<file path="config.mk">
export PLATFORM = sky130hd
export DESIGN_NAME = can_log_frame_builder_top_flat
export DESIGN_NICKNAME = d
export VERILOG_FILES = /design/src/design/clfb_pkg.sv /design/src/design/clfb_in_if.sv /design/src/design/clfb_out_if.sv /design/src/design/clfb_front.sv /design/src/design/clfb_queue.sv /design/src/design/clfb_back.sv /design/src/design/can_log_frame_builder_top.sv /design/src/flat_wrapper.sv
export SDC_FILE = /design/constraint.sdc
export NUM_CORES = 1
export LEC_CHECK = 0
export BUFFER_PORTS_ARGS = -buffer_cell sky130_fd_sc_hd__buf_2
export CORE_AREA = 2 2 274 276
export CTS_BUF_LIST = sky130_fd_sc_hd__clkbuf_4 sky130_fd_sc_hd__clkbuf_8
export DETAILED_ROUTE_END_ITERATION = 8
export DIE_AREA = 0 0 276 278
export HOLD_SLACK_MARGIN = 0.06
export PLACE_DENSITY = 0.52
export SLEW_MARGIN = 20
export SYNTH_ARGS = -nofsm -noshare
export SYNTH_HDL_FRONTEND = slang
export SYNTH_HIERARCHICAL = 1
export SYNTH_SLANG_ARGS = --single-unit
</file>
<file path="constraint.sdc">
create_clock -name clk -period 5.32 [get_ports clk]
set_input_delay 0.532 -clock clk [delete_from_list [all_inputs] [get_ports clk]]
set_output_delay 0.532 -clock clk [all_outputs]
set_load 0.02 [all_outputs]
</file>
<file path="src/design/clfb_pkg.sv">
// Package for the CAN log frame builder: constants, result codes and the
// command word that the front end hands to the byte serializer.
// No dependencies.
package clfb_pkg;

	localparam int unsigned MAX_PAYLOAD_DEF   = 64;
	localparam int unsigned QUEUE_DEPTH_DEF   = 4;
	localparam int unsigned FRAME_OVERHEAD    = 16;
	localparam logic [2:0]  MAX_CHANNEL       = 3'd2;
	localparam logic [7:0]  START_BYTE        = 8'hFF;
	localparam logic [7:0]  MAX_FRAME_LEN_RST = 8'd80;
	localparam logic [15:0] SEQ_MASK          = 16'h00FF;
	localparam logic [3:0]  HDR_LAST_IDX      = 4'd14;
	localparam logic [3:0]  HDR_CHK_IDX       = 4'd15;

	// Register index, taken from paddr[2]
	localparam logic REG_MAX_FRAME_LEN = 1'b0;

	localparam logic OP_HEADER  = 1'b0;
	localparam logic OP_PAYLOAD = 1'b1;

	typedef enum logic [2:0] {
		ST_OK          = 3'd0,
		ST_BAD_CHANNEL = 3'd1,
		ST_TOO_LONG    = 3'd2,
		ST_TOO_BIG     = 3'd3,
		ST_UNEXPECTED  = 3'd4,
		ST_HDR_OPEN    = 3'd5
	} status_t;

	typedef enum logic [1:0] {
		CMD_ERR  = 2'd0,
		CMD_HDR  = 2'd1,
		CMD_DATA = 2'd2
	} cmd_kind_t;

	typedef struct packed {
		cmd_kind_t   kind;
		logic        close;        // checksum follows this command
		status_t     status;
		logic [7:0]  data_byte;
		logic [15:0] seq;
		logic [31:0] timestamp;
		logic [31:0] msg_id;
		logic [7:0]  type_chan;
		logic [7:0]  payload_len;
	} cmd_t;

	typedef struct packed {
		logic open;
		logic rem_zero;
	} front_stat_t;

endpackage

</file>
<file path="src/design/clfb_in_if.sv">
// Input channel of the CAN log frame builder: handshake and item fields.
// No dependencies.
interface clfb_in_if;
	logic        valid;
	logic        ready;
	logic        op;
	logic [2:0]  channel;
	logic        is_tx;
	logic        is_fd;
	logic [31:0] msg_id;
	logic [7:0]  payload_len;
	logic [31:0] timestamp;
	logic [7:0]  data_byte;

	modport source (output valid, op, channel, is_tx, is_fd, msg_id, payload_len,
		timestamp, data_byte, input ready);
	modport sink (input valid, op, channel, is_tx, is_fd, msg_id, payload_len,
		timestamp, data_byte, output ready);
endinterface

</file>
<file path="src/design/clfb_out_if.sv">
// Output channel of the CAN log frame builder: one frame byte per transfer.
// No dependencies.
interface clfb_out_if;
	logic       valid;
	logic       ready;
	logic [7:0] out_byte;
	logic       last;
	logic [2:0] status;

	modport source (output valid, out_byte, last, status, input ready);
	modport sink (input valid, out_byte, last, status, output ready);
endinterface

</file>
<file path="src/design/clfb_front.sv">
// Front end: accepts input items, checks them against the frame state and
// issues one command per item. Depends on clfb_pkg and clfb_in_if.
module clfb_front #(
	parameter int unsigned MaxPayload = clfb_pkg::MAX_PAYLOAD_DEF
) (
	input  logic                  clk,
	input  logic                  arst_n,
	clfb_in_if.sink               msg,
	input  logic [7:0]            max_frame_len,
	input  logic                  q_full,
	output logic                  push,
	output clfb_pkg::cmd_t        cmd,
	output clfb_pkg::front_stat_t stat
);
	import clfb_pkg::*;

	localparam int unsigned RemW = $clog2(MaxPayload + 1);

	logic            open_q;
	logic [RemW-1:0] rem_q;
	logic [15:0]     seq_q;
	logic            open_d;
	logic [RemW-1:0] rem_d;
	logic [15:0]     seq_d;
	logic [8:0]      total_len;

	assign msg.ready = !q_full;
	assign push      = msg.valid && msg.ready;
	assign total_len = {1'b0, msg.payload_len} + 9'(FRAME_OVERHEAD);

	always_comb begin
		cmd             = '0;
		cmd.kind        = CMD_ERR;
		cmd.status      = ST_OK;
		cmd.data_byte   = msg.data_byte;
		cmd.seq         = seq_q;
		cmd.timestamp   = msg.timestamp;
		cmd.msg_id      = msg.msg_id;
		cmd.type_chan   = {msg.channel, 3'b000, msg.is_fd, msg.is_tx};
		cmd.payload_len = msg.payload_len;
		open_d          = open_q;
		rem_d           = rem_q;
		seq_d           = seq_q;
		if (msg.op == OP_PAYLOAD) begin
			if (!open_q) begin
				cmd.status = ST_UNEXPECTED;
			end else begin
				cmd.kind  = CMD_DATA;
				cmd.close = (rem_q == RemW'(1));
				rem_d     = rem_q - RemW'(1);
				open_d    = (rem_q != RemW'(1));
			end
		end else if (open_q) begin
			cmd.status = ST_HDR_OPEN;
		end else if (msg.channel > MAX_CHANNEL) begin
			cmd.status = ST_BAD_CHANNEL;
		end else if (msg.payload_len > 8'(MaxPayload)) begin
			cmd.status = ST_TOO_LONG;
		end else if (total_len > {1'b0, max_frame_len}) begin
			cmd.status = ST_TOO_BIG;
		end else begin
			cmd.kind  = CMD_HDR;
			cmd.close = (msg.payload_len == 8'd0);
			seq_d     = seq_q + 16'd1;
			open_d    = (msg.payload_len != 8'd0);
			rem_d     = msg.payload_len[RemW-1:0];
		end
	end

	always_ff @(posedge clk or negedge arst_n) begin
		if (!arst_n) begin
			open_q <= 1'b0;
			rem_q  <= '0;
			seq_q  <= '0;
		end else if (push) begin
			open_q <= open_d;
			rem_q  <= rem_d;
			seq_q  <= seq_d;
		end
	end

	assign stat.open     = open_q;
	assign stat.rem_zero = (rem_q == '0);
endmodule

</file>
<file path="src/design/clfb_queue.sv">
// Short command queue between the front end and the serializer.
// Depends on clfb_pkg.
module clfb_queue #(
	parameter int unsigned Depth = clfb_pkg::QUEUE_DEPTH_DEF
) (
	input  logic           clk,
	input  logic           arst_n,
	input  logic           push,
	input  clfb_pkg::cmd_t wr_cmd,
	input  logic           pop,
	output clfb_pkg::cmd_t head,
	output logic           full,
	output logic           empty
);
	import clfb_pkg::*;

	localparam int unsigned PtrW = (Depth > 1) ? $clog2(Depth) : 1;
	localparam int unsigned CntW = $clog2(Depth + 1);

	cmd_t            slot_q [Depth];
	logic [PtrW-1:0] wr_ptr_q;
	logic [PtrW-1:0] rd_ptr_q;
	logic [CntW-1:0] count_q;

	assign full  = (count_q == CntW'(Depth));
	assign empty = (count_q == '0);
	assign head  = slot_q[rd_ptr_q];

	always_ff @(posedge clk) begin
		if (push) begin
			slot_q[wr_ptr_q] <= wr_cmd;
		end
	end

	always_ff @(posedge clk or negedge arst_n) begin
		if (!arst_n) begin
			wr_ptr_q <= '0;
			rd_ptr_q <= '0;
			count_q  <= '0;
		end else begin
			if (push) begin
				wr_ptr_q <= (wr_ptr_q == PtrW'(Depth - 1)) ? '0 : wr_ptr_q + PtrW'(1);
			end
			if (pop) begin
				rd_ptr_q <= (rd_ptr_q == PtrW'(Depth - 1)) ? '0 : rd_ptr_q + PtrW'(1);
			end
			if (push && !pop) begin
				count_q <= count_q + CntW'(1);
			end else if (pop && !push) begin
				count_q <= count_q - CntW'(1);
			end
		end
	end
endmodule

</file>
<file path="src/design/clfb_back.sv">
// Serializer: turns each queued command into frame bytes, keeps the running
// byte sum and appends the checksum. Depends on clfb_pkg and clfb_out_if.
module clfb_back (
	input  logic           clk,
	input  logic           arst_n,
	input  clfb_pkg::cmd_t head,
	input  logic           empty,
	output logic           pop,
	clfb_out_if.source     stream
);
	import clfb_pkg::*;

	logic [3:0] idx_q;
	logic [7:0] sum_q;
	logic       valid_q;
	logic [7:0] byte_q;
	logic       last_q;
	status_t    status_q;

	logic       adv;
	logic [3:0] last_idx;
	logic       is_chk;
	logic [7:0] hdr_byte;
	logic [7:0] nxt_byte;
	logic [8:0] total_len;

	assign adv       = !empty && (!valid_q || stream.ready);
	assign total_len = {1'b0, head.payload_len} + 9'(FRAME_OVERHEAD);

	always_comb begin
		case (head.kind)
			CMD_HDR:  last_idx = head.close ? HDR_CHK_IDX : HDR_LAST_IDX;
			CMD_DATA: last_idx = head.close ? 4'd1 : 4'd0;
			default:  last_idx = 4'd0;
		endcase
	end

	assign pop    = adv && (idx_q == last_idx);
	assign is_chk = ((head.kind == CMD_HDR) && (idx_q == HDR_CHK_IDX)) ||
		((head.kind == CMD_DATA) && (idx_q == 4'd1));

	always_comb begin
		case (idx_q)
			4'd0:    hdr_byte = START_BYTE;
			4'd1:    hdr_byte = total_len[7:0];
			4'd2:    hdr_byte = {7'd0, total_len[8]};
			4'd3:    hdr_byte = 8'(head.seq & SEQ_MASK);
			4'd4:    hdr_byte = head.seq[15:8];
			4'd5:    hdr_byte = head.timestamp[7:0];
			4'd6:    hdr_byte = head.timestamp[15:8];
			4'd7:    hdr_byte = head.timestamp[23:16];
			4'd8:    hdr_byte = head.timestamp[31:24];
			4'd9:    hdr_byte = head.type_chan;
			4'd10:   hdr_byte = head.msg_id[7:0];
			4'd11:   hdr_byte = head.msg_id[15:8];
			4'd12:   hdr_byte = head.msg_id[23:16];
			4'd13:   hdr_byte = head.msg_id[31:24];
			default: hdr_byte = head.payload_len;
		endcase
	end

	always_comb begin
		if (is_chk) begin
			nxt_byte = 8'd0 - sum_q;
		end else begin
			case (head.kind)
				CMD_HDR:  nxt_byte = hdr_byte;
				CMD_DATA: nxt_byte = head.data_byte;
				default:  nxt_byte = 8'd0;
			endcase
		end
	end

	always_ff @(posedge clk or negedge arst_n) begin
		if (!arst_n) begin
			idx_q   <= '0;
			sum_q   <= '0;
			valid_q <= 1'b0;
		end else begin
			if (adv) begin
				valid_q <= 1'b1;
				idx_q   <= pop ? 4'd0 : idx_q + 4'd1;
				if (is_chk) begin
					sum_q <= '0;
				end else if (head.kind == CMD_HDR && idx_q == 4'd0) begin
					sum_q <= nxt_byte;
				end else if (head.kind != CMD_ERR) begin
					sum_q <= sum_q + nxt_byte;
				end
			end else if (stream.ready) begin
				valid_q <= 1'b0;
			end
		end
	end

	always_ff @(posedge clk) begin
		if (adv) begin
			byte_q   <= nxt_byte;
			last_q   <= is_chk || (head.kind == CMD_ERR);
			status_q <= (head.kind == CMD_ERR) ? head.status : ST_OK;
		end
	end

	assign stream.valid    = valid_q;
	assign stream.out_byte = byte_q;
	assign stream.last     = last_q;
	assign stream.status   = status_q;
endmodule

</file>
<file path="src/design/can_log_frame_builder_top.sv">
// CAN log frame builder, top level. The first byte of an item's results
// passes through the queue slot and the registered output stage before it
// is on offer, when both are empty. Throughput: one input transfer per
// cycle while the queue has room; the serializer gives one byte per cycle
// unless the output stalls, and a header is 15 or 16 bytes. Reset (arst_n,
// asynchronous) clears the control state and sets max_frame_len to 80.
module can_log_frame_builder_top #(
	parameter int unsigned MaxPayload = clfb_pkg::MAX_PAYLOAD_DEF,
	parameter int unsigned QueueDepth = clfb_pkg::QUEUE_DEPTH_DEF
) (
	input  logic        clk,
	input  logic        arst_n,
	clfb_in_if.sink     msg,
	clfb_out_if.source  stream,
	input  logic        psel,
	input  logic        penable,
	input  logic        pwrite,
	input  logic [2:0]  paddr,
	input  logic [31:0] pwdata,
	output logic [31:0] prdata,
	output logic        pready
);
	import clfb_pkg::*;

	// The configuration register. Writes are only expected while the block
	// is idle, so the front end can read it without any synchronisation.
	logic [7:0]  max_frame_len_q;

	// Front end to queue.
	logic        push;
	cmd_t        wr_cmd;
	logic        q_full;
	front_stat_t fr_stat;

	// Queue to serializer.
	cmd_t        head;
	logic        q_empty;
	logic        pop;

	assign pready = 1'b1;
	assign prdata = (paddr[2] == REG_MAX_FRAME_LEN) ? {24'd0, max_frame_len_q} : 32'd0;

	always_ff @(posedge clk or negedge arst_n) begin
		if (!arst_n) begin
			max_frame_len_q <= MAX_FRAME_LEN_RST;
		end else if (psel && penable && pwrite && paddr[2] == REG_MAX_FRAME_LEN) begin
			max_frame_len_q <= pwdata[7:0];
		end
	end

	// The front end classifies every transfer at once and updates the frame
	// state (open flag, bytes still expected, sequence number), so each input
	// item becomes exactly one command in the queue, errors included.
	clfb_front #(
		.MaxPayload(MaxPayload)
	) u_front (
		.clk          (clk),
		.arst_n       (arst_n),
		.msg          (msg),
		.max_frame_len(max_frame_len_q),
		.q_full       (q_full),
		.push         (push),
		.cmd          (wr_cmd),
		.stat         (fr_stat)
	);

	// A short queue lets payload bytes keep arriving while the serializer is
	// still draining a header.
	clfb_queue #(
		.Depth(QueueDepth)
	) u_queue (
		.clk   (clk),
		.arst_n(arst_n),
		.push  (push),
		.wr_cmd(wr_cmd),
		.pop   (pop),
		.head  (head),
		.full  (q_full),
		.empty (q_empty)
	);

	// The serializer walks through the bytes of the command at the head of the
	// queue, one per cycle unless stalled, into a registered output stage.
	clfb_back u_back (
		.clk   (clk),
		.arst_n(arst_n),
		.head  (head),
		.empty (q_empty),
		.pop   (pop),
		.stream(stream)
	);

	// A frame is open exactly while payload bytes are still expected.
	assert property (@(posedge clk) disable iff (!arst_n)
		fr_stat.open == !fr_stat.rem_zero)
		else $error("frame open flag disagrees with remaining byte count");

	// Every error result is a single zero byte that closes the transfer group.
	assert property (@(posedge clk) disable iff (!arst_n)
		(stream.valid && stream.status != ST_OK) |-> (stream.last && stream.out_byte == 8'd0))
		else $error("error result carries data or lacks last");

	// The serializer never takes a command from an empty queue.
	assert property (@(posedge clk) disable iff (!arst_n)
		pop |-> !q_empty)
		else $error("command popped from empty queue");
endmodule

</file>
<file path="src/flat_wrapper.sv">
// flat-port wrapper written by rule: the top's interface ports become plain ports
module can_log_frame_builder_top_flat import clfb_pkg::*;
#(
	parameter int unsigned MaxPayload = clfb_pkg::MAX_PAYLOAD_DEF,
	parameter int unsigned QueueDepth = clfb_pkg::QUEUE_DEPTH_DEF
)
  (clk, arst_n, psel, penable, pwrite, paddr, pwdata, prdata, pready, msg_valid, msg_op, msg_channel, msg_is_tx, msg_is_fd, msg_msg_id, msg_payload_len, msg_timestamp, msg_data_byte, msg_ready, stream_valid, stream_out_byte, stream_last, stream_status, stream_ready);
  clfb_in_if msg_i ();
  clfb_out_if stream_i ();
  input  logic clk;
  input  logic arst_n;
  input  logic psel;
  input  logic penable;
  input  logic pwrite;
  input  logic [2:0] paddr;
  input  logic [31:0] pwdata;
  output logic [31:0] prdata;
  output logic pready;
  input wire logic [$bits(msg_i.valid)-1:0] msg_valid;
  input wire logic [$bits(msg_i.op)-1:0] msg_op;
  input wire logic [$bits(msg_i.channel)-1:0] msg_channel;
  input wire logic [$bits(msg_i.is_tx)-1:0] msg_is_tx;
  input wire logic [$bits(msg_i.is_fd)-1:0] msg_is_fd;
  input wire logic [$bits(msg_i.msg_id)-1:0] msg_msg_id;
  input wire logic [$bits(msg_i.payload_len)-1:0] msg_payload_len;
  input wire logic [$bits(msg_i.timestamp)-1:0] msg_timestamp;
  input wire logic [$bits(msg_i.data_byte)-1:0] msg_data_byte;
  output wire logic [$bits(msg_i.ready)-1:0] msg_ready;
  output wire logic [$bits(stream_i.valid)-1:0] stream_valid;
  output wire logic [$bits(stream_i.out_byte)-1:0] stream_out_byte;
  output wire logic [$bits(stream_i.last)-1:0] stream_last;
  output wire logic [$bits(stream_i.status)-1:0] stream_status;
  input wire logic [$bits(stream_i.ready)-1:0] stream_ready;
  assign msg_i.valid = msg_valid;
  assign msg_i.op = msg_op;
  assign msg_i.channel = msg_channel;
  assign msg_i.is_tx = msg_is_tx;
  assign msg_i.is_fd = msg_is_fd;
  assign msg_i.msg_id = msg_msg_id;
  assign msg_i.payload_len = msg_payload_len;
  assign msg_i.timestamp = msg_timestamp;
  assign msg_i.data_byte = msg_data_byte;
  assign msg_ready = msg_i.ready;
  assign stream_valid = stream_i.valid;
  assign stream_out_byte = stream_i.out_byte;
  assign stream_last = stream_i.last;
  assign stream_status = stream_i.status;
  assign stream_i.ready = stream_ready;
  can_log_frame_builder_top #(.MaxPayload(MaxPayload), .QueueDepth(QueueDepth)) u_core (.clk(clk), .arst_n(arst_n), .msg(msg_i), .stream(stream_i), .psel(psel), .penable(penable), .pwrite(pwrite), .paddr(paddr), .pwdata(pwdata), .prdata(prdata), .pready(pready));
endmodule
</file>
[Yosys cells after proc, flatten, opt, wreduce, memory -nomap -nowiden]
Memories as Yosys holds them, arrays and structs flattened.
Index checks and enable logic that the tools add are counted.
Word-level totals
  bits in registers: 64
  memories: 1
  memory bits (read-only): 0
  memory bits (writable): 428
  word-level logic and storage cells: 134
  latch bits: 0
Memories
  u_core.u_queue.slot_q: words 4, bits a word 107, rd ports 1, clocked after memory_dff 0, write ports 1, RTL line clfb_queue.sv:20  | cmd_t slot_q [Depth];
Cells by class
  add/subtract/negate cells: 11
  $lt $le $gt $ge: 3
  shifts and indexed selects: 0
  muxes and demuxes: 42
  div/mod/pow operators: 0
  multipliers: 0
  bitwise gates (word level): 6
  eq/ne operators: 27
  reduce and logical (&&, ||, !) cells: 31
Operators with widths (number)
  one-hot mux 8 bit (14 select lines): 1
  two-way mux 7 bit: 6
  two-way mux 8 bit: 5
  equality test 4 bit, second input constant: 7
  adder 8 x 5 -> 9 bit, second input constant: 2
  two-way mux 3 bit: 6
  adder 16 x 1 -> 16 bit, second input constant: 1
  equality test 4 x 3 -> 1 bit, second input constant: 4
  two-way mux 2 bit: 8
  one-hot mux 8 bit (2 select lines): 1
  two-way mux 1 bit: 12
  AND reduction 6 bit: 2
  logical AND 1 bit: 11
  greater-than comparator 9 x 8 -> 1 bit: 1
  adder 8 bit: 1
  equality test 4 x 2 -> 1 bit, second input constant: 2
  greater-than comparator 8 x 7 -> 1 bit, second input constant: 1
  zero test 8 bit: 1
  != test 2 bit, second input constant: 4
  one-hot mux 4 bit (2 select lines): 1
  nonzero test 8 bit: 1
  subtractor 1 x 8 -> 8 bit, first input constant: 1
  equality test 7 x 1 -> 1 bit, second input constant: 1
  != test 7 x 1 -> 1 bit, second input constant: 1
  23 further kinds: 39

[Logic depth before layout (Yosys ltp)]
Gate-level depths: netlist of run 1.
An unclocked memory read counts as a cell.
  word-level depth: 9
  mapped depth: 22
  depth with buffers taken out: 18

[Hierarchy]
Netlist of run 1, hierarchy kept.
By module, submodules not included
  clfb_queue: area an instance 16325.7 µm², instances 1, seq. area each 13387.8 µm², cells each 612
  clfb_back: area an instance 2718.9 µm², instances 1, seq. area each 685.7 µm², cells each 319
  clfb_front: area an instance 2359.8 µm², instances 1, seq. area each 600.6 µm², cells each 275
  can_log_frame_builder_top: area an instance 581.8 µm², instances 1, seq. area each 202.7 µm², cells each 52

[Worst setup path after synthesis of run 1]
Ideal clock, no wire load.
  kind: reg-to-reg
  start: register u_core.u_queue.rd_ptr_q[0]
  end: register u_core.u_back.sum_q[7]
  setup slack: 1102 ps
  library setup time: 104 ps
  period minus slack after synthesis: 4218 ps
  data arrival time: 4114 ps
  buffers on the path: 5
  cell stages (with the launch flop): 18
  cells stage by stage: dfrtp_1 buf_6 buf_4 mux4_2 ha_1 buf_6 nand4_1 o31a_1 buf_6 clkbuf_1 nor2_1 a311o_1 ha_1 a21oi_1 o21ai_0 o41ai_4 mux4_2 o311ai_1
RTL lines
  start, declared: RTL line clfb_queue.sv:22  | logic [PtrW-1:0] rd_ptr_q;
  start signal, assigned: RTL line clfb_queue.sv:45  | rd_ptr_q <= (rd_ptr_q == PtrW'(Depth - 1)) ? '0 : rd_ptr_q + PtrW'(1);
  end signal, assigned: RTL line clfb_back.sv:86  | sum_q <= nxt_byte;
  end signal, assigned: RTL line clfb_back.sv:88  | sum_q <= sum_q + nxt_byte;
  end, declared: RTL line clfb_back.sv:14  | logic [7:0] sum_q;

==> summary.md, run 1 <==
| Metric | Value |
|---|---|
| # fillers | `7094` |
| CTS resizes | `0` |
| Row count | `100` |
| Crit path DAT | `5.40 ns` |
| Setup CP Type | `reg2reg` |
| Vias/cell | `4.73` |
| Clock sink count | `504` |
| Period minus WS final | `4.88 ns` |
| Final std cells w/o fill | `2489` |
| Reg2reg end | `u_core/u_back/sum_q[7]$_DFFE_PN0P_` |
| WHS Endpoint | `u_core/u_queue/slot_q[2][101]$_DFFE_PP_` |
| Count of final setup violators | `0` |
| Maxcap violations | `0` |
| Core Util, Final | `34.7%` |
| Gate Count Post-Synth | `1256` |
| Worst IR Drop VDD | `0.000229 V` |
| WHS Path Cells | `1` |
| Metal2 WL | `25500 µm` |
| Violated checks | `DRC` |
| Drt drc | `22` |
| 1st-iter DRT viols | `722` |
| Area grow syn2layout | `16.6%` |
| Antenna violations before repair | `4` |
| Syn_area_per_cell | `17.5 µm²` |
| Vias | `11800` |
| Post-Layout Inst Area | `0.0256 mm²` |
| Starting Density | `29.8%` |
| Setup Skew | `0.0646 ns` |
| CP Max Fanout | `20` |
| Yosys warnings | `6` |
| Worst-Margin Slew | `0.915 ns` |
| Crit path required time | `5.84 ns` |
| Slowest CP cell | `dfrtp_4` |
| Worst hold path class | `in2reg` |
| Placed Cells | `2249` |
| Routed wire length | `51800 µm` |
| Grt ovf | `0` |
| Layout cells sized above 1 | `30.5%` |
| DR WL met3 | `2360 µm` |
| Largest net degree at the start of global routing | `63` |
| Worst hold slack | `0.119 ns` |
| Worst r2r src | `u_core/u_queue/rd_ptr_q[0]$_DFFE_PN0P_` |
| F_max | `205 MHz` |
| Worst-Skew Late Latency | `0.69 ns` |
| Hold_sp | `msg_data_byte[5]` |
| Critical path endpoint category | `flip-flop` |
| Flop2flop setup slack | `0.44 ns` |
| Full die area | `0.0767 mm²` |
| LEAKAGE | `8.94 nW` |
| Power Density | `546 mW/mm²` |
| Root buf cell | `clkbuf_8` |
| M1 wire length | `22300 µm` |
| Final Hold Violating Endpoints | `0` |
| Status | `finished with violations` |
| I/O pins | `175` |
| CTS tree | `built` |
| Syn Std Cell Area | `0.0220 mm²` |
| DR top layer | `met5` |
| RSZ-0062 raised after global routing | `false` |
| Slew Limit Fails | `0` |
| DP Area | `0.0231 mm²` |
| CTS clk-pin slew, worst paths | `0.06 ns` |
| Setup tns final | `0 ns` |
| Worst path cell trace | `buf_12, mux4_2, mux2_2, a222oi_1, nand3_1, o221ai_1, nand3_1, ha_1, a21o_1, a21oi_1, o21ai_0, o41ai_4, mux4_2, o311ai_1` |
| Die W | `276 µm` |
| Nets | `1619` |
| Drt pass-1 iters | `7` |
| Port buffer count | `123` |
| Core ar. | `0.0738 mm²` |
| Vias in the first global route | `12500` |
| HPWL Detailed | `33800 µm` |
| ANT nets after route | `0` |
| Die Y | `278 µm` |
| Placer congestion estimate | `0.837` |
| Max-slew headroom | `39.0%` |
| H-Tree Depth | `3` |
| Wirelength per Cell | `20.8 µm` |
| Global-route wire length before repair | `78300 µm` |
| Final worst-path cycle share | `91.7%` |
| Critical path startpoint category | `flip-flop` |
| Total Routing Usage GR | `13.6%` |
| Num CTS Buffers | `87` |
| Max stage delay on crit path | `0.74 ns` |
| Worst r2r path cells | `14` |
| Max clock buf depth | `3` |
==> cell usage in the layout, fill, tap and decap left out, drive strengths merged, types with 9 or more instances in the layout <==
master       count
nor2            36
mux2            17
nand2           41
a221oi           9
clkbuf         123
nor3            11
inv             43
nand3           20
ha              37
a22oi           18
dlygate4sd3     83
xor2            14
nand4           15
dfrtp           50
and3            10
o21ai           23
and2            15
conb            28
xnor2           20
mux4           111
a21oi           23
clkinv          26
edfxtp         452
buf            167
==> stage by stage <==
stage | setup WS [ns] | power (mW)
5_1_grt | 0.135 | 14.8
6_report | 0.444 | 14.0
4_1_cts | 0.399 | 14.2
3_5_place_dp | 0.474 | 10.7
2_1_floorplan | 1.10 | 9.11
3_3_place_gp | 0.443 | 10.7
==> what timing repair did <==
action                                  in CTS  in global routing
buffers inserted                             0                  0
hold buffers                                83                  0
endpoints found under the setup margin       0                  0
endpoints found under the hold margin      338                  0
==> flip-flops by register name, summed over array words and instances, names as in the netlist <==
name                           count
u_core/u_front/seq_q              16
u_core/u_back/sum_q                8
u_core/u_front/open_q              1
u_core/max_frame_len_q             8
u_core/u_back/stream.status        3
u_core/u_queue/wr_ptr_q            2
u_core/u_queue/count_q             3
u_core/u_back/stream.valid         1
u_core/u_front/rem_q               7
u_core/u_back/stream.last          1
u_core/u_queue/slot_q            440
u_core/u_queue/rd_ptr_q            2
u_core/u_back/idx_q                4
u_core/u_back/stream.out_byte      8
==> worst max-delay path: cells and delay by family, from the launching register on <==
family / cells / cell delay, ns
AND/OR/NAND/NOR: 2 / 0.37
AO/OA/AOI/OAI: 7 / 1.65
flip-flops: 1 / 0.74
adder cells (fa/ha/maj): 1 / 0.32
multiplexers: 3 / 1.39
buffers and inverters: 1 / 0.26
==> final cells by class <==
class	count	area (µm²)	area share, %
antenna	2	5.00	0.0195
clock buffer	123	1480	5.78
clock inverter	32	186	0.728
inverter	40	150	0.586
multi-input combinational	569	5780	22.6
sequential	504	14900	58.1
tap	969	1210	4.73
timing repair buffer	250	1910	7.47
==> per-layer routing <==
| metal | track usage [%] | vias up |
|---|---|---|
| met5 | 0 | - |
| met4 | 5.63 | 6 |
| met3 | 2.65 | 84 |
| met2 | 22.5 | 290 |
| met1 | 17.4 | 6129 |
| li1 | - | 5254 |
==> how the worst max path moves through the flow <==
stage / slack, ns / to / from / cells past startpoint
final: 0.44 / u_core/u_back/sum_q[7]$_DFFE_PN0P_ / u_core/u_queue/rd_ptr_q[0]$_DFFE_PN0P_ / 14
after floorplan: 1.10 / u_core/u_back/sum_q[7]$_DFFE_PN0P_ / u_core/u_queue/rd_ptr_q[0]$_DFFE_PN0P_ / 17
after global routing: 0.13 / u_core/u_back/sum_q[7]$_DFFE_PN0P_ / u_core/u_queue/rd_ptr_q[0]$_DFFE_PN0P_ / 14
after CTS: 0.40 / u_core/u_back/sum_q[7]$_DFFE_PN0P_ / u_core/u_queue/rd_ptr_q[0]$_DFFE_PN0P_ / 14
after global placement: 0.44 / u_core/u_back/sum_q[7]$_DFFE_PN0P_ / u_core/u_queue/rd_ptr_q[0]$_DFFE_PN0P_ / 14
after detailed placement: 0.47 / u_core/u_back/sum_q[7]$_DFFE_PN0P_ / u_core/u_queue/rd_ptr_q[0]$_DFFE_PN0P_ / 14
==> where the power goes <==
group          switching (mW)  internal (mW)  total (mW)  leakage, nW
clock network            1.52           1.84        3.37        0.883
logic                    2.83           2.12        4.95         3.29
registers               0.389           5.29        5.68         4.76
total                    4.74           9.25        14.0         8.94
No activity file was read; power rests on OpenSTA's default activity.
==> inputs of run 2 (changes only) <==
PLACE_DENSITY = 0.44   (was 0.52)
==> run 2 against run 1 <==
Compared with the run above: largest cell class unchanged; sequential power shrank 1%; design area grew 0.84%; core utilization grew 0.29 points; non-clock buffer count is 10 higher; critical path depth rose by 1; first-iteration DRC count up 5.1%; the run still ends with DRC left; clock power is 6.8% higher; clock-buffer cell count fell by 3; worst setup slack better by 0.13 ns; via count down 0.55%; global-route usage is 0.46 points higher.
==> summary.md, run 2 (same netlist as run 1, synthesis figures left out) <==
| Metric | Value |
|---|---|
| # fillers | `7096` |
| HPWL Detailed | `34700 µm` |
| Final Hold Violating Endpoints | `0` |
| Num CTS Buffers | `88` |
| 1st-iter DRT viols | `759` |
| F_max | `211 MHz` |
| Total Routing Usage GR | `14.0%` |
| Antenna violations before repair | `1` |
| Vias in the first global route | `12300` |
| CTS resizes | `0` |
| Worst hold path class | `in2reg` |
| Post-Layout Inst Area | `0.0258 mm²` |
| Critical path endpoint category | `flip-flop` |
| Top reg by flops | `u_core/u_queue/slot_q` |
| Core ar. | `0.0738 mm²` |
| Wirelength per Cell | `21.4 µm` |
| Power Density | `554 mW/mm²` |
| Setup bufs post-CTS | `0` |
| Crit path required time | `5.88 ns` |
| Setup CP Type | `reg2reg` |
| Drt drc | `11` |
| Row count | `100` |
| Worst-Skew Late Latency | `0.68 ns` |
| Die W | `276 µm` |
| Root buf cell | `clkbuf_8` |
| Max-slew headroom | `41.1%` |
| Global-route wire length before repair | `80600 µm` |
| Critical path startpoint category | `flip-flop` |
| Setup WS pre-CTS | `0.588 ns` |
| Setup Skew | `0.0261 ns` |
| Maxcap violations | `0` |
| Period minus WS final | `4.75 ns` |
| Layout cells sized above 1 | `31.0%` |
| Slowest CP cell | `mux4_2` |
| Worst-Margin Slew | `0.876 ns` |
| Max stage delay on crit path | `0.54 ns` |
| Worst hold slack | `0.137 ns` |
| Setup tns final | `0 ns` |
| Port buffer count | `123` |
| Clock sink count | `504` |
| Drt pass-1 iters | `8` |
| Largest regs | `u_core/u_queue/slot_q (440), u_core/u_front/seq_q (16)` |
| RSZ-0062 raised after global routing | `false` |
| CP Max Fanout | `26` |
| I/O pins | `175` |
| Status | `finished with violations` |
| Vias | `11700` |
| Count of final setup violators | `0` |
| Placer congestion estimate | `0.819` |
| Final worst-path cycle share | `89.2%` |
| Crit path DAT | `5.30 ns` |
| ANT nets after route | `0` |
| Violated checks | `DRC` |
| Tot Pwr | `14.3 mW` |
| Most frequent cells in the layout | `edfxtp_1 (452), buf_2 (123), mux4_2 (111)` |
| LEAKAGE | `9.06 nW` |
| Area grow syn2layout | `17.6%` |
| Final worst slack | `0.573 ns` |
| Slew Limit Fails | `0` |
| Starting Density | `29.8%` |
| Full die area | `0.0767 mm²` |
| Die Y | `278 µm` |
| Vias/cell | `4.67` |
| Worst path cell trace | `buf_12, buf_12, buf_12, mux4_2, a221oi_1, a221oi_1, o221ai_1, nand3_1, ha_1, a21o_1, a21oi_1, o21ai_0, o41ai_4, mux4_2, o311ai_1` |
| CTS clk-pin slew, worst paths | `0.06 ns` |
| Commonest non-fill, non-tap cell in the layout | `edfxtp_1` |
| Worst IR Drop VDD | `0.000229 V` |
| Hold_buf cts | `85` |
| Nets | `1630` |
| DP Area | `0.0232 mm²` |
| H-Tree Depth | `3` |
| CTS tree | `built` |
| Routed wire length | `53800 µm` |
| Most used cell, CP | `buf_12` |
| Largest net degree at the start of global routing | `64` |
| Max clock buf depth | `3` |
| Max reg flops | `440` |
| Grt ovf | `0` |
-- run 2: cell types whose count changed in the layout (fill, tap and decap cells not counted), sizes merged --
| cell | change |
|---|---|
| buf | +8 |
| clkinv | +8 |
| bufinv | +3 |
| clkbuf | -3 |
| dlygate4sd3 | +2 |
| inv | +2 |
| clkinvlp | -1 |
| diode | -1 |
-- run 2: per-stage QoR --
step	utilization, %	cells
4_1_cts	35.0	2506
2_1_floorplan	-	1281
3_5_place_dp	31.4	2257
6_report	35.0	2507
3_3_place_gp	31.4	2257
5_1_grt	35.0	2507
-- run 2: metal layers --
metal | global-route usage [%] | wire (µm)
met2 | 23.4 | 26700
met1 | 18.5 | 23700
met4 | 4.64 | 1010
met5 | 0 | 0
met3 | 2.45 | 2390
-- run 2: final timing paths --
check	from	end	slack, ns	cells past startpoint
min in group asynchronous	arst_n	u_core/max_frame_len_q[5]$_DFFE_PN0P_	0.57	3
worst min-delay path	msg_channel[2]	u_core/u_queue/slot_q[0][15]$_DFFE_PP_	0.14	1
max in group asynchronous	arst_n	u_core/u_queue/rd_ptr_q[0]$_DFFE_PN0P_	4.09	3
worst min register to register	u_core/u_queue/count_q[2]$_DFFE_PN0P_	u_core/u_queue/count_q[2]$_DFFE_PN0P_	0.49	1
worst max-delay path	u_core/u_queue/rd_ptr_q[0]$_DFFE_PN0P_	u_core/u_back/sum_q[7]$_DFFE_PN0P_	0.57	15
worst max register to register	u_core/u_queue/rd_ptr_q[0]$_DFFE_PN0P_	u_core/u_back/sum_q[7]$_DFFE_PN0P_	0.57	15
-- run 2: power by group --
| group | total (mW) | leakage, nW | internal [mW] | switching [mW] |
|---|---|---|---|---|
| Combinational | 5.10 | 3.34 | 2.16 | 2.94 |
| Clock | 3.60 | 0.949 | 1.99 | 1.61 |
| Sequential | 5.62 | 4.76 | 5.29 | 0.334 |
-- run 2: critical path: cells and delay by family (launching register included) --
kind,cells,cell delay (ns)
AOI/OAI and AO/OA,8,1.93
muxes,2,1.06
buffers and inverters,3,0.63
DFF,1,0.51
adders and majority gates,1,0.32
and+or+nand+nor,1,0.18
-- run 2: layout make-up --
class	instances	area (µm²)	area share (%)
clock buffers	120	1460	5.64
multi-input cells	569	5780	22.4
inverters	40	150	0.581
repair buffers	260	2010	7.77
well taps	969	1210	4.69
diodes	1	2.50	0.00969
flip-flops and latches	504	14900	57.6
clock inverters	44	335	1.30
